### config.mk
export PLATFORM = sky130hd
export DESIGN_NAME = sight_line_occlusion_clipper
export DESIGN_NICKNAME = d
export VERILOG_FILES = /design/src/slo_pkg.sv /design/src/sight_line_occlusion_clipper.sv /design/src/slo_div.sv /design/src/slo_front.sv /design/src/slo_back.sv
export SDC_FILE = /design/constraint.sdc
export NUM_CORES = 2
export LEC_CHECK = 0
export BUFFER_PORTS_ARGS = -buffer_cell sky130_fd_sc_hd__buf_2
export CAP_MARGIN = 20
export CORE_MARGIN = 4
export CORE_UTILIZATION = 60
export CTS_CLUSTER_DIAMETER = 200
export DETAILED_ROUTE_END_ITERATION = 8
export GPL_ROUTABILITY_DRIVEN = 0
export GPL_TIMING_DRIVEN = 0
export PLACE_DENSITY = 0.77
export SLEW_MARGIN = 20
export SYNTH_ARGS = -nofsm -noshare
export SYNTH_HDL_FRONTEND = slang
export SYNTH_SLANG_ARGS = --single-unit
### constraint.sdc
create_clock -name clk_i -period 14.7 [get_ports clk_i]
set_input_delay 2.94 -clock clk_i [delete_from_list [all_inputs] [get_ports clk_i]]
set_output_delay 2.94 -clock clk_i [all_outputs]
set_load 0.02 [all_outputs]
### src/slo_pkg.sv
// ----------------------------------------------------------------------------
// slo_pkg
// shared types and constants for the sight line occlusion clipper
// ----------------------------------------------------------------------------
`default_nettype none

package slo_pkg;

  localparam int CoordW  = 16;
  localparam int FixW    = 32;
  localparam int DivNumW = 52;
  localparam int DivDenW = 36;
  localparam int QuotW   = 40;
  localparam int DivCntW = 6;

  localparam logic KindQuery = 1'b0;
  localparam logic KindLine  = 1'b1;

  // classified word passed from front to back; for a query the heights hold
  // eye height, upper slope and lower slope
  typedef struct packed {
    logic                     kind;
    logic signed [CoordW-1:0] x1;
    logic signed [CoordW-1:0] y1;
    logic signed [CoordW-1:0] x2;
    logic signed [CoordW-1:0] y2;
    logic                     one_sided;
    logic signed [FixW-1:0]   ha;
    logic signed [FixW-1:0]   hb;
    logic signed [FixW-1:0]   hc;
    logic signed [FixW-1:0]   hd;
  } item_t;

  typedef struct packed {
    logic sight_open;
    logic line_crossed;
  } result_t;

endpackage

`default_nettype wire

### src/sight_line_occlusion_clipper.sv
// a query word goes straight to its result; a line word runs the side tests
// and projections, then a fraction divide and, when crossed, up to two slope
// divides; the 40-step divider sets the pace
// one word is worked at a time; two words queue in front and two results behind
// reset clears the sight state, the queues and the blocked latch
// ----------------------------------------------------------------------------
// sight_line_occlusion_clipper
// line of sight test against a stream of walls with slope window clipping
// ----------------------------------------------------------------------------
`default_nettype none

module sight_line_occlusion_clipper (
  input  wire logic               clk_i,
  input  wire logic               rst_ni,
  input  wire logic               push,
  output logic                    full,
  input  wire logic               kind_i,
  input  wire logic signed [31:0] first_x_i,
  input  wire logic signed [31:0] first_y_i,
  input  wire logic signed [31:0] second_x_i,
  input  wire logic signed [31:0] second_y_i,
  input  wire logic               one_sided_i,
  input  wire logic signed [31:0] height_a_i,
  input  wire logic signed [31:0] height_b_i,
  input  wire logic signed [31:0] height_c_i,
  input  wire logic signed [31:0] height_d_i,
  output logic                    empty,
  input  wire logic               pop,
  output logic                    sight_open_o,
  output logic                    line_crossed_o
);

  logic             fq_valid;
  logic             fq_pop;
  slo_pkg::item_t   fq_item;
  logic             res_valid;
  logic             res_ready;
  slo_pkg::result_t res;

  slo_pkg::result_t oq_q [2];
  logic             owr_q;
  logic             ord_q;
  logic [1:0]       ocnt_q;
  logic             o_wr;
  logic             o_rd;

  slo_front u_front (
    .clk_i       (clk_i),
    .rst_ni      (rst_ni),
    .push_i      (push),
    .full_o      (full),
    .kind_i      (kind_i),
    .first_x_i   (first_x_i),
    .first_y_i   (first_y_i),
    .second_x_i  (second_x_i),
    .second_y_i  (second_y_i),
    .one_sided_i (one_sided_i),
    .height_a_i  (height_a_i),
    .height_b_i  (height_b_i),
    .height_c_i  (height_c_i),
    .height_d_i  (height_d_i),
    .valid_o     (fq_valid),
    .item_o      (fq_item),
    .pop_i       (fq_pop)
  );

  slo_back u_back (
    .clk_i       (clk_i),
    .rst_ni      (rst_ni),
    .valid_i     (fq_valid),
    .item_i      (fq_item),
    .pop_o       (fq_pop),
    .res_valid_o (res_valid),
    .res_ready_i (res_ready),
    .res_o       (res)
  );

  // result queue
  assign res_ready = !ocnt_q[1];
  assign o_wr      = res_valid && res_ready;
  assign o_rd      = pop && !empty;
  assign empty     = ocnt_q == 2'd0;
  assign sight_open_o   = oq_q[ord_q].sight_open;
  assign line_crossed_o = oq_q[ord_q].line_crossed;

  always_ff @(posedge clk_i or negedge rst_ni) begin
    if (!rst_ni) begin
      owr_q  <= 1'b0;
      ord_q  <= 1'b0;
      ocnt_q <= 2'd0;
    end else begin
      if (o_wr) owr_q <= !owr_q;
      if (o_rd) ord_q <= !ord_q;
      if (o_wr && !o_rd) ocnt_q <= ocnt_q + 2'd1;
      else if (o_rd && !o_wr) ocnt_q <= ocnt_q - 2'd1;
    end
  end

  always_ff @(posedge clk_i) begin
    if (o_wr) oq_q[owr_q] <= res;
  end

endmodule

`default_nettype wire

### src/slo_div.sv
// ----------------------------------------------------------------------------
// slo_div
// unsigned restoring divider, one quotient bit per cycle
// ----------------------------------------------------------------------------
`default_nettype none

module slo_div (
  input  wire logic                          clk_i,
  input  wire logic                          rst_ni,
  input  wire logic                          start_i,
  input  wire logic [slo_pkg::DivNumW-1:0]   num_i,
  input  wire logic [slo_pkg::DivDenW-1:0]   den_i,
  output logic                               done_o,
  output logic [slo_pkg::QuotW-1:0]          quot_o
);

  logic [slo_pkg::DivDenW-1:0] rem_q;
  logic [slo_pkg::DivDenW-1:0] den_q;
  logic [slo_pkg::QuotW-1:0]   sh_q;
  logic [slo_pkg::DivCntW-1:0] cnt_q;
  logic                        run_q;
  logic                        done_q;

  logic [slo_pkg::DivDenW:0] trial;
  logic [slo_pkg::DivDenW:0] diff;
  logic                      ge;

  assign trial = {rem_q, sh_q[slo_pkg::QuotW-1]};
  assign diff  = trial - {1'b0, den_q};
  assign ge    = trial >= {1'b0, den_q};

  always_ff @(posedge clk_i or negedge rst_ni) begin
    if (!rst_ni) begin
      run_q  <= 1'b0;
      done_q <= 1'b0;
      cnt_q  <= '0;
    end else begin
      done_q <= 1'b0;
      if (start_i) begin
        run_q <= 1'b1;
        cnt_q <= '0;
      end else if (run_q) begin
        cnt_q <= cnt_q + 1'b1;
        if (cnt_q == slo_pkg::DivCntW'(slo_pkg::QuotW - 1)) begin
          run_q  <= 1'b0;
          done_q <= 1'b1;
        end
      end
    end
  end

  // high part of the numerator is below the divisor, so it seeds the remainder
  always_ff @(posedge clk_i) begin
    if (start_i) begin
      rem_q <= slo_pkg::DivDenW'(num_i[slo_pkg::DivNumW-1:slo_pkg::QuotW]);
      sh_q  <= num_i[slo_pkg::QuotW-1:0];
      den_q <= den_i;
    end else if (run_q) begin
      rem_q <= ge ? diff[slo_pkg::DivDenW-1:0] : trial[slo_pkg::DivDenW-1:0];
      sh_q  <= {sh_q[slo_pkg::QuotW-2:0], ge};
    end
  end

  assign done_o = done_q;
  assign quot_o = sh_q;

endmodule

`default_nettype wire

### src/slo_front.sv
// ----------------------------------------------------------------------------
// slo_front
// accepts words, snaps query positions, prepares eye height and slopes,
// and holds classified words in a two entry queue
// ----------------------------------------------------------------------------
`default_nettype none

module slo_front (
  input  wire logic                clk_i,
  input  wire logic                rst_ni,
  input  wire logic                push_i,
  output logic                     full_o,
  input  wire logic                kind_i,
  input  wire logic signed [31:0]  first_x_i,
  input  wire logic signed [31:0]  first_y_i,
  input  wire logic signed [31:0]  second_x_i,
  input  wire logic signed [31:0]  second_y_i,
  input  wire logic                one_sided_i,
  input  wire logic signed [31:0]  height_a_i,
  input  wire logic signed [31:0]  height_b_i,
  input  wire logic signed [31:0]  height_c_i,
  input  wire logic signed [31:0]  height_d_i,
  output logic                     valid_o,
  output slo_pkg::item_t           item_o,
  input  wire logic                pop_i
);

  slo_pkg::item_t mem_q [2];
  logic           wr_ptr_q;
  logic           rd_ptr_q;
  logic [1:0]     cnt_q;
  slo_pkg::item_t cls;
  logic signed [31:0] eye;
  logic               wr_en;
  logic               rd_en;

  assign eye = height_a_i + height_b_i - (height_b_i >>> 2);

  always_comb begin
    cls           = '0;
    cls.kind      = kind_i;
    cls.one_sided = one_sided_i;
    if (kind_i == slo_pkg::KindQuery) begin
      // snap to odd whole units
      cls.x1 = {first_x_i[31:17], 1'b1};
      cls.y1 = {first_y_i[31:17], 1'b1};
      cls.x2 = {second_x_i[31:17], 1'b1};
      cls.y2 = {second_y_i[31:17], 1'b1};
      cls.ha = eye;
      cls.hb = height_c_i + height_d_i - eye;
      cls.hc = height_c_i - eye;
      cls.hd = '0;
    end else begin
      cls.x1 = first_x_i[31:16];
      cls.y1 = first_y_i[31:16];
      cls.x2 = second_x_i[31:16];
      cls.y2 = second_y_i[31:16];
      cls.ha = height_a_i;
      cls.hb = height_b_i;
      cls.hc = height_c_i;
      cls.hd = height_d_i;
    end
  end

  assign full_o  = cnt_q[1];
  assign valid_o = cnt_q != 2'd0;
  assign wr_en   = push_i && !full_o;
  assign rd_en   = pop_i && valid_o;
  assign item_o  = mem_q[rd_ptr_q];

  always_ff @(posedge clk_i or negedge rst_ni) begin
    if (!rst_ni) begin
      wr_ptr_q <= 1'b0;
      rd_ptr_q <= 1'b0;
      cnt_q    <= 2'd0;
    end else begin
      if (wr_en) wr_ptr_q <= !wr_ptr_q;
      if (rd_en) rd_ptr_q <= !rd_ptr_q;
      if (wr_en && !rd_en) cnt_q <= cnt_q + 2'd1;
      else if (rd_en && !wr_en) cnt_q <= cnt_q - 2'd1;
    end
  end

  always_ff @(posedge clk_i) begin
    if (wr_en) mem_q[wr_ptr_q] <= cls;
  end

endmodule

`default_nettype wire

### src/slo_back.sv
// ----------------------------------------------------------------------------
// slo_back
// sight state and line sequencer: side tests and projections on one shared
// multiplier, fraction and slope divides on one shared divider
// ----------------------------------------------------------------------------
`default_nettype none

module slo_back (
  input  wire logic           clk_i,
  input  wire logic           rst_ni,
  input  wire logic           valid_i,
  input  wire slo_pkg::item_t item_i,
  output logic                pop_o,
  output logic                res_valid_o,
  input  wire logic           res_ready_i,
  output slo_pkg::result_t    res_o
);

  localparam logic [3:0] S_IDLE = 4'd0;
  localparam logic [3:0] S_MUL  = 4'd1;
  localparam logic [3:0] S_SUM  = 4'd2;
  localparam logic [3:0] S_DEN  = 4'd3;
  localparam logic [3:0] S_FCHK = 4'd4;
  localparam logic [3:0] S_FDIV = 4'd5;
  localparam logic [3:0] S_CLIP = 4'd6;
  localparam logic [3:0] S_LO   = 4'd7;
  localparam logic [3:0] S_LOW  = 4'd8;
  localparam logic [3:0] S_HI   = 4'd9;
  localparam logic [3:0] S_HIW  = 4'd10;
  localparam logic [3:0] S_CHK  = 4'd11;
  localparam logic [3:0] S_OUT  = 4'd12;

  localparam logic signed [31:0] FracMin  = 32'sd4;
  localparam logic signed [31:0] FracOne  = 32'sh10000;
  localparam logic [40:0]        SlopeMax = 41'h7fffff;
  localparam logic [40:0]        SlopeMin = 41'h800000;

  function automatic logic signed [16:0] sub16(input logic signed [15:0] a,
                                               input logic signed [15:0] b);
    sub16 = {a[15], a} - {b[15], b};
  endfunction

  // quotient times 256, clamped to the signed 32-bit range
  function automatic logic signed [31:0] slope_sat(input logic neg,
                                                   input logic [39:0] mag);
    logic [40:0] m;
    logic [31:0] sh;
    m  = {1'b0, mag};
    sh = {mag[23:0], 8'd0};
    if (!neg) slope_sat = (m > SlopeMax) ? 32'sh7fffffff : sh;
    else      slope_sat = (m > SlopeMin) ? 32'sh80000000 : -sh;
  endfunction

  logic [3:0]         st_q;
  slo_pkg::item_t     cur_q;
  logic signed [15:0] sx_q, sy_q, ex_q, ey_q;
  logic signed [31:0] eye_q, up_q, lo_q;
  logic               blk_q;
  logic               crossed_q;
  logic [2:0]         cnt_q;
  logic signed [33:0] pr_q [8];
  logic signed [34:0] a_q, b_q;
  logic signed [35:0] den_q;
  logic               side_ne_q;
  logic               neg_q;
  logic signed [31:0] frac_q;
  logic signed [31:0] top_q, bot_q;

  logic signed [16:0] op_a, op_b;
  logic signed [16:0] ndx, ndy, d1x, d1y, d2x, d2y, nx, ny, fx, fy;
  logic [35:0]        abs_a, abs_den;
  logic [31:0]        frac;
  logic               div_start, div_done;
  logic [51:0]        div_num;
  logic [35:0]        div_den;
  logic [39:0]        div_quot;
  logic signed [31:0] edge_sel;
  logic signed [32:0] ediff;
  logic signed [38:0] dsc;
  logic [38:0]        dabs;
  logic signed [31:0] slope;
  logic signed [31:0] top, bot;

  assign ndx = sub16(ex_q, sx_q);
  assign ndy = sub16(ey_q, sy_q);
  assign d2x = sub16(cur_q.x2, sx_q);
  assign d2y = sub16(cur_q.y2, sy_q);
  assign d1x = sub16(cur_q.x1, sx_q);
  assign d1y = sub16(cur_q.y1, sy_q);
  assign nx  = sub16(cur_q.y1, cur_q.y2);
  assign ny  = sub16(cur_q.x2, cur_q.x1);
  assign fx  = sub16(ex_q, cur_q.x1);
  assign fy  = sub16(ey_q, cur_q.y1);

  always_comb begin
    case (cnt_q)
      3'd0:    begin op_a = ndy; op_b = d2x; end
      3'd1:    begin op_a = d2y; op_b = ndx; end
      3'd2:    begin op_a = ndy; op_b = d1x; end
      3'd3:    begin op_a = d1y; op_b = ndx; end
      3'd4:    begin op_a = nx;  op_b = d1x; end
      3'd5:    begin op_a = ny;  op_b = d1y; end
      3'd6:    begin op_a = nx;  op_b = fx;  end
      default: begin op_a = ny;  op_b = fy;  end
    endcase
  end

  assign abs_a   = a_q[34] ? -{a_q[34], a_q} : {a_q[34], a_q};
  assign abs_den = den_q[35] ? -den_q : den_q;
  assign frac    = neg_q ? -div_quot[31:0] : div_quot[31:0];

  assign top = (cur_q.hb < cur_q.hd) ? cur_q.hb : cur_q.hd;
  assign bot = (cur_q.ha > cur_q.hc) ? cur_q.ha : cur_q.hc;

  // slope numerator: (edge - eye) * 64
  assign edge_sel = (st_q == S_LO) ? bot_q : top_q;
  assign ediff    = {edge_sel[31], edge_sel} - {eye_q[31], eye_q};
  assign dsc      = {ediff, 6'd0};
  assign dabs     = dsc[38] ? -dsc : dsc;
  assign slope    = slope_sat(neg_q, div_quot);

  always_comb begin
    div_start = 1'b0;
    div_num   = {abs_a, 16'd0};
    div_den   = abs_den;
    if (st_q == S_FCHK) begin
      div_start = side_ne_q && ((abs_a >> 14) < abs_den);
    end else if (st_q == S_LO || st_q == S_HI) begin
      div_num   = {13'd0, dabs};
      div_den   = {21'd0, frac_q[16:2]};
      div_start = (st_q == S_LO) ? (cur_q.ha != cur_q.hc) : (cur_q.hb != cur_q.hd);
    end
  end

  slo_div u_div (
    .clk_i   (clk_i),
    .rst_ni  (rst_ni),
    .start_i (div_start),
    .num_i   (div_num),
    .den_i   (div_den),
    .done_o  (div_done),
    .quot_o  (div_quot)
  );

  assign pop_o       = (st_q == S_IDLE) && valid_i;
  assign res_valid_o = st_q == S_OUT;
  assign res_o.sight_open   = !blk_q;
  assign res_o.line_crossed = crossed_q;

  always_ff @(posedge clk_i or negedge rst_ni) begin
    if (!rst_ni) begin
      st_q      <= S_IDLE;
      sx_q      <= '0;
      sy_q      <= '0;
      ex_q      <= '0;
      ey_q      <= '0;
      eye_q     <= '0;
      up_q      <= '0;
      lo_q      <= '0;
      blk_q     <= 1'b0;
      crossed_q <= 1'b0;
      cnt_q     <= '0;
    end else begin
      case (st_q)
        S_IDLE: begin
          if (valid_i) begin
            crossed_q <= 1'b0;
            cnt_q     <= '0;
            if (item_i.kind == slo_pkg::KindQuery) begin
              sx_q  <= item_i.x1;
              sy_q  <= item_i.y1;
              ex_q  <= item_i.x2;
              ey_q  <= item_i.y2;
              eye_q <= item_i.ha;
              up_q  <= item_i.hb;
              lo_q  <= item_i.hc;
              blk_q <= 1'b0;
              st_q  <= S_OUT;
            end else begin
              st_q <= S_MUL;
            end
          end
        end
        S_MUL: begin
          cnt_q <= cnt_q + 3'd1;
          if (cnt_q == 3'd7) st_q <= S_SUM;
        end
        S_SUM:  st_q <= S_DEN;
        S_DEN:  st_q <= S_FCHK;
        S_FCHK: st_q <= div_start ? S_FDIV : S_OUT;
        S_FDIV: begin
          if (div_done) begin
            crossed_q <= ($signed(frac) >= FracMin) && ($signed(frac) <= FracOne);
            st_q <= (($signed(frac) >= FracMin) && ($signed(frac) <= FracOne) && !blk_q)
                    ? S_CLIP : S_OUT;
          end
        end
        S_CLIP: begin
          if (cur_q.one_sided) begin
            blk_q <= 1'b1;
            st_q  <= S_OUT;
          end else if (cur_q.ha == cur_q.hc && cur_q.hb == cur_q.hd) begin
            st_q <= S_OUT;
          end else if (bot >= top) begin
            blk_q <= 1'b1;
            st_q  <= S_OUT;
          end else begin
            st_q <= S_LO;
          end
        end
        S_LO: st_q <= div_start ? S_LOW : S_HI;
        S_LOW: begin
          if (div_done) begin
            if (slope > lo_q) lo_q <= slope;
            st_q <= S_HI;
          end
        end
        S_HI: st_q <= div_start ? S_HIW : S_CHK;
        S_HIW: begin
          if (div_done) begin
            if (slope < up_q) up_q <= slope;
            st_q <= S_CHK;
          end
        end
        S_CHK: begin
          if (up_q <= lo_q) blk_q <= 1'b1;
          st_q <= S_OUT;
        end
        S_OUT: begin
          if (res_ready_i) st_q <= S_IDLE;
        end
        default: st_q <= S_IDLE;
      endcase
    end
  end

  always_ff @(posedge clk_i) begin
    if (pop_o) cur_q <= item_i;
    if (st_q == S_MUL) pr_q[cnt_q] <= op_a * op_b;
    if (st_q == S_SUM) begin
      a_q       <= {pr_q[4][33], pr_q[4]} + {pr_q[5][33], pr_q[5]};
      b_q       <= {pr_q[6][33], pr_q[6]} + {pr_q[7][33], pr_q[7]};
      side_ne_q <= (pr_q[0] < pr_q[1]) != (pr_q[2] < pr_q[3]);
    end
    if (st_q == S_DEN) den_q <= {a_q[34], a_q} + {b_q[34], b_q};
    if (st_q == S_FCHK) neg_q <= a_q[34] ^ den_q[35];
    if (st_q == S_FDIV && div_done) frac_q <= frac;
    if (st_q == S_CLIP) begin
      top_q <= top;
      bot_q <= bot;
    end
    if (st_q == S_LO || st_q == S_HI) neg_q <= dsc[38];
  end

endmodule

`default_nettype wire
# --- After elaboration in Yosys (flattened, before gate mapping) ---
# Memories as Yosys holds them, arrays and structs flattened.
# Cells that the tools add are included.
classes:
  magnitude_cmp: 14
  add_sub_neg: 31
  bitwise_logic: 2
  n_reduce_logical: 51
  eq_ne: 37
  multipliers: 1
  muxes: 83
ops:
  columns: ["op", "count"]
  rows:
  - ["$mux W32", 15]
  - ["$mux W36", 5]
  - ["$sub A16 B16 Y17", 10]
  - ["$mux W128", 1]
  - ["$pmux W32 S2", 2]
  - ["$mux W52", 2]
  - ["$pmux W17 S5", 1]
  - ["$mux W40", 2]
  - ["$neg A36 Y36", 2]
  - ["$add A34 B34 Y35", 2]
  - ["$lt A34 B34 Y1", 2]
  - ["$pmux W17 S4", 1]
  - ["$add A32 B32 Y32", 2]
  - ["$eq A32 B32 Y1", 2]
  - ["$gt A32 B32 Y1", 2]
  - ["$lt A32 B32 Y1", 2]
  - ["$ne A32 B32 Y1", 2]
  - ["$neg A32 Y32", 2]
  - ["$sub A32 B32 Y32", 2]
  - ["$pmux W4 S13", 1]
  - ["$mux W49", 1]
  - ["$mux W4", 12]
  - ["$gt A40 B23 Y1 const B", 1]
  - ["$gt A40 B24 Y1 const B", 1]
  - ["53 further kinds", 144]
totals:
  elab_cells: 263
  mem_bits_rw: 664
  memories: 3
  reg_bits: 679
  in_bits: 262
  output_inout_bits: 4
mem_list:
  columns: ["memory", "depth", "word_bits", "read_ports", "rd_ports_with_merged_regs", "write_ports", "line", "rtl"]
  rows:
  - ["u_front.mem_q", 2, 194, 1, 0, 1, "slo_front.sv:28", "slo_pkg::item_t mem_q [2];"]
  - ["u_back.pr_q", 8, 34, 8, 0, 1, "slo_back.sv:61", "logic signed [33:0] pr_q [8];"]
  - ["oq_q", 2, 2, 1, 0, 1, "sight_line_occlusion_clipper.sv:40", "slo_pkg::result_t oq_q [2];"]

# --- Depth between registers and ports, before layout ---
logic_depth:
  depth_word: 8
  mapped_depth: 45
  ltp_nobuf: 43

# --- Modules after synthesis ---
# A second synthesis with hierarchy kept.
unflattened:
  cells_unflattened: 8562
  hier_area_um2: 92358.6
modules_own_cells:
  columns: ["module", "cells_per_inst", "n_inst", "seq_area_each_um2", "area_per_inst_um2"]
  rows:
  - ["slo_back", 6199, 1, 23807.8, 63188.1]
  - ["slo_front", 1680, 1, 11751.3, 21679.5]
  - ["slo_div", 660, 1, 3323.2, 7155.6]
  - ["sight_line_occlusion_clipper", 23, 1, 220.2, 335.3]

# --- Worst setup path after synthesis ---
# OpenSTA, ideal clock, no wires.
synth_path:
  kind: "input port to flip-flop"
  from: "input port push"
  to: "memory u_front.mem_q[0][0] (netlist bit), enable pin"
  path_slack_ns: 2.865
  n_path_buf: 0
  setup_ns: 0.751
  arrival_time_ns: 11.084
  t_required_ns: 13.949
  stages: 2
  cell_sequence: "nand2b_1 nor2_1"
synth_via:
  elab_chain_cells: 3
synth_lines:
  columns: ["element", "line", "rtl"]
  rows:
  - ["from (decl)", "sight_line_occlusion_clipper.sv:15", "input wire logic push,"]
  - ["$logic_and A1 B1 Y1", "slo_front.sv:67", "assign wr_en = push_i && !full_o;"]
  - ["$mux W1", "slo_front.sv:85", "if (wr_en) mem_q[wr_ptr_q] <= cls;"]
  - ["$mux W1 (not written as such)", "slo_front.sv:85", null]
  - ["to (decl)", "slo_front.sv:28", null]
# No other way between the ends.

# --- Worst setup path in the final report ---
layout_path:
  from: "register u_back.cnt_q[1]"
  to: "memory u_back.pr_q[2][33] (data pin)"
layout_via:
  elab_chain_cells: 4
  elab_cells_between_ends: 14
  cone_classes: "mul: 1; eq/ne: 6; mux: 2; reduce/logical: 5"
layout_lines:
  columns: ["element", "line", "rtl"]
  rows:
  - ["from (decl)", "slo_back.sv:60", "logic [2:0] cnt_q;"]
  - ["from (signal assigned)", "slo_back.sv:185", "cnt_q <= cnt_q + 3'd1;"]
  - ["$eq A3 B2 Y1 (tied with other cells)", "slo_back.sv:96", "case (cnt_q)"]
  - ["$reduce_or A2 Y1 (no source line)", null, null]
  - ["$pmux W17 S5 or $pmux W17 S4 (tied branches)", "slo_back.sv:96", null]
  - ["$mul A17 B17 Y34 (*)", "slo_back.sv:239", "if (st_q == S_MUL) pr_q[cnt_q] <= op_a * op_b;"]
  - ["to (decl)", "slo_back.sv:61", null]
# Mark *: on every way between the ends. The rest lies on a longest branch, timed or not.

==> impl_metrics.xml <==
<?xml version="1.0" encoding="UTF-8"?>
<metrics>
  <group name="worst_hold_path">
    <metric name="min_delay_path_depth" unit="">1</metric>
    <metric name="worst_hold_path_type" unit="">flop to flop</metric>
  </group>
  <group name="worst_setup_path">
    <metric name="critPathMaxStageDelay" unit="ns">0.84</metric>
    <metric name="worstRegToRegCells" unit="">45</metric>
    <metric name="path_class" unit="">flop to flop</metric>
    <metric name="kind_of_capture_point_of_the_worst_setup_path" unit="">flop</metric>
    <metric name="cp.required" unit="ns">15.17</metric>
    <metric name="critical_path_arrival" unit="ns">14.21</metric>
    <metric name="startpoint_type" unit="">flop</metric>
    <metric name="slowest_stage" unit="">sky130_fd_sc_hd__o21ai_1</metric>
    <metric name="path_max_fanout" unit="">10</metric>
  </group>
  <group name="yosys">
    <metric name="postSynthCellCount" unit="">8410</metric>
    <metric name="synth.ff_latch_count" unit="">1341</metric>
    <metric name="synth_edf_count" unit="">1132</metric>
    <metric name="synthesis.area_per_instance" unit="um2">10.8</metric>
    <metric name="yosys_warnings" unit="">0</metric>
    <metric name="mappedNetlistArea" unit="um2">91000</metric>
    <metric name="synth-main-ff-cell" unit="">sky130_fd_sc_hd__edfxtp_1</metric>
    <metric name="seq_area_frac_synth" unit="%">43.0</metric>
    <metric name="synth_async_sr_flop_share" unit="%">13.8</metric>
    <metric name="mappedNetlistNets" unit="">9798</metric>
    <metric name="number_of_unique_standard_cell_types_used_by_synthesis" unit="">96</metric>
  </group>
  <group name="placed_design">
    <metric name="dp_hpwl" unit="um">198000</metric>
    <metric name="placedInstanceArea" unit="um2">95500</metric>
    <metric name="port_buffers" unit="">201</metric>
  </group>
  <group name="timing">
    <metric name="setup_viol_count_final" unit="">0</metric>
    <metric name="post-route-min-period" unit="ns">13.74</metric>
    <metric name="final_min_period_over_clock_period" unit="%">93.5</metric>
    <metric name="clock_skew" unit="ns">0.0431</metric>
    <metric name="timing.final.hold_violations" unit="">0</metric>
    <metric name="max_slew.worst_pin.slew" unit="ns">1.25</metric>
    <metric name="max-slew-margin-rel" unit="%">16.4</metric>
    <metric name="setup_repair_after_global_routing_missed_its_margin" unit="">false</metric>
    <metric name="fmaxAchievable" unit="MHz">72.8</metric>
    <metric name="final_max_slew_viol_count" unit="">0</metric>
  </group>
  <group name="final_layout">
    <metric name="area.growth.synth_to_final" unit="%">10.1</metric>
    <metric name="n_fill_cell" unit="">11200</metric>
    <metric name="mostFrequentLayoutCells" unit="">1132 x sky130_fd_sc_hd__edfxtp_1, 960 x sky130_fd_sc_hd__inv_1, 755 x sky130_fd_sc_hd__ha_1, 632 x sky130_fd_sc_hd__nand2_1, 530 x sky130_fd_sc_hd__nor2_1</metric>
    <metric name="postLayoutCellArea" unit="um2">100000</metric>
    <metric name="design.final.nets" unit="">10200</metric>
    <metric name="mostFrequentLayoutCell" unit="">sky130_fd_sc_hd__edfxtp_1</metric>
    <metric name="drive_gt1_share" unit="%">11.2</metric>
  </group>
  <group name="global_routing">
    <metric name="antenna_found_initial" unit="">10</metric>
    <metric name="maximum_number_of_pins_on_one_net_before_global_route_repair" unit="">99</metric>
    <metric name="grt_first_pass_wirelength" unit="um">388000</metric>
    <metric name="first_global_vias" unit="">68000</metric>
    <metric name="gr-total-overflow" unit="">0</metric>
    <metric name="track_usage" unit="%">31.8</metric>
  </group>
  <group name="cts">
    <metric name="cts-hold-fix-buffers" unit="">0</metric>
    <metric name="clock_tree.htree_level_count" unit="">4</metric>
    <metric name="cts_tree" unit="">done</metric>
    <metric name="clkSinkCount" unit="">1341</metric>
    <metric name="root_buffer" unit="">sky130_fd_sc_hd__clkbuf_16</metric>
    <metric name="post_cts.resized_instances" unit="">0</metric>
    <metric name="clock_tree.buffer_depth" unit="">3</metric>
    <metric name="numCtsBuffers" unit="">143</metric>
    <metric name="postCtsSetupRepairBufs" unit="">0</metric>
    <metric name="clock_edge_transition_at_the_registers_on_the_reported_setup_and_hold_paths" unit="ns">0.06</metric>
    <metric name="insertion_delay" unit="ns">0.80</metric>
  </group>
  <group name="floorplan">
    <metric name="die_extent_in_y" unit="um">397</metric>
    <metric name="design.die.area" unit="um2">158000</metric>
    <metric name="io_pins" unit="">266</metric>
    <metric name="initial_utilization" unit="%">60.5</metric>
    <metric name="die-width" unit="um">397</metric>
    <metric name="placementRows" unit="">142</metric>
    <metric name="coreArea" unit="um2">150000</metric>
  </group>
  <group name="detailed_routing">
    <metric name="initialDrtViolationCount" unit="">7640</metric>
    <metric name="route.detailed.vias_per_inst" unit="">6.22</metric>
    <metric name="drc" unit="">0</metric>
    <metric name="drt_pass1_iterations" unit="">8</metric>
    <metric name="drtAntennaViolNets" unit="">0</metric>
    <metric name="detail_route.wl_per_cell" unit="um">23.1</metric>
    <metric name="vias" unit="">68100</metric>
    <metric name="routed_wl" unit="um">252000</metric>
  </group>
  <group name="flow_run">
    <metric name="maxCapViolations" unit="">0</metric>
  </group>
  <group name="run_status">
    <metric name="status" unit="">finished clean</metric>
  </group>
</metrics>
## sequential cells by signal (all words and copies together), names as in the netlist, 3 cells and up
| name | count |
|---|---|
| u_back.sx_q | 16 |
| u_back.u_div.cnt_q | 6 |
| u_back.u_div.quot_o | 40 |
| u_back.u_div.rem_q | 36 |
| u_back.ey_q | 16 |
| oq_q | 4 |
| u_back.b_q | 35 |
| u_back.lo_q | 32 |
| u_back.cnt_q | 3 |
| u_back.den_q | 36 |
| u_back.ex_q | 16 |
| u_front.mem_q | 388 |
| u_back.pr_q | 272 |
| u_back.a_q | 35 |
| u_back.sy_q | 16 |
| u_back.frac_q | 15 |
| u_back.cur_q | 193 |
| u_back.bot_q | 32 |
| u_back.eye_q | 32 |
| u_back.top_q | 32 |
| u_back.u_div.den_q | 36 |
| u_back.st_q | 4 |
| u_back.up_q | 32 |
## cell usage after synthesis (all sizes together) (54+ instances only)
library cell,n,share of area (%)
a31oi,55,0.38
mux2,414,5.1
nor2,541,2.2
nand2b,113,0.78
nor3,103,0.57
edfxtp,1132,37
a211oi,54,0.46
o21a,86,0.71
a21oi,433,2.4
nand3,103,0.57
and2,76,0.53
mux2i,116,1.3
clkbuf,210,0.87
xor2,192,1.8
inv,962,4.0
nand2,633,2.6
dfrtp,185,5.1
a21o,214,1.8
o21ai,504,2.8
xnor2,281,2.7
nand4,96,0.66
fa,371,8.2
o31ai,55,0.46
ha,755,10
nor2b,118,0.81
## worst paths after layout
kind | slack (ns) | start | endpoint
setup / recovery | 0.96 | u_back.cnt_q[1] | u_back.pr_q[2][33]
hold / removal | 0.50 | owr_q | owr_q
setup reg to reg | 0.96 | u_back.cnt_q[1] | u_back.pr_q[2][33]
hold reg to reg | 0.50 | owr_q | owr_q
max in group asynchronous | 11.72 | rst_ni | u_back.eye_q[20]
min in group asynchronous | 2.06 | rst_ni | u_back.ey_q[11]
## worst max-delay path, delay by kind of cell (launching register included)
| family | cells | cell delay, ns |
|---|---|---|
| AOI/OAI and AO/OA | 18 | 5.34 |
| adders and majority gates | 10 | 4.27 |
| buffers and inverters | 10 | 1.85 |
| xor gates and xnor gates | 2 | 0.77 |
| and+or+nand+nor | 5 | 0.62 |
| DFF | 1 | 0.53 |
## per-layer routing
| layer | share of wire (%) | global-route usage [%] | vias to the layer above |
|---|---|---|---|
| met5 | 0.013 | 0 | - |
| met4 | 5.8 | 15.6 | 6 |
| met3 | 9.8 | 7.05 | 800 |
| met2 | 46 | 51.2 | 3557 |
| met1 | 38 | 41.0 | 33100 |
| li1 | - | - | 30600 |
## through the flow
stage	cells	util (%)	TNS [ns]	setup slack, ns	hold slack [ns]
after global placement	10600	62.9	-434.07	-2.29	0.468
after floorplan	8410	-	0	2.87	0.442
after global routing	10900	66.6	0	0.424	0.520
after CTS	10900	66.6	0	0.964	0.500
final	10900	66.7	0	0.960	0.504
after detailed placement	10700	63.6	0	1.06	0.488
## cells by family after synthesis
group                      Yosys count  synth area share (%)
other                                1               0.00412
AOI/OAI and AO/OA                 1729                  12.1
xor gates and xnor gates           473                  4.55
and+or+nand+nor                   1995                  10.4
adders and majority gates         1126                  18.5
buffers and inverters             1215                  5.07
DFF                               1341                  43.0
muxes                              530                  6.40
## area by class of cell
| cell class | instances | area [um2] | area share, % |
|---|---|---|---|
| multi-input combinational | 5854 | 47500 | 47.4 |
| sequential | 1341 | 39100 | 39.0 |
| clock buffer | 178 | 3750 | 3.74 |
| inverter | 963 | 3620 | 3.62 |
| tap | 2016 | 2520 | 2.52 |
| timing repair buffer | 252 | 1850 | 1.85 |
| buffer | 252 | 997 | 0.995 |
| clock inverter | 82 | 837 | 0.836 |
| antenna | 7 | 17.5 | 0.0175 |
Power is not shown: default switching activity piles up to over one toggle a cycle in this logic, so the estimate is an artifact.
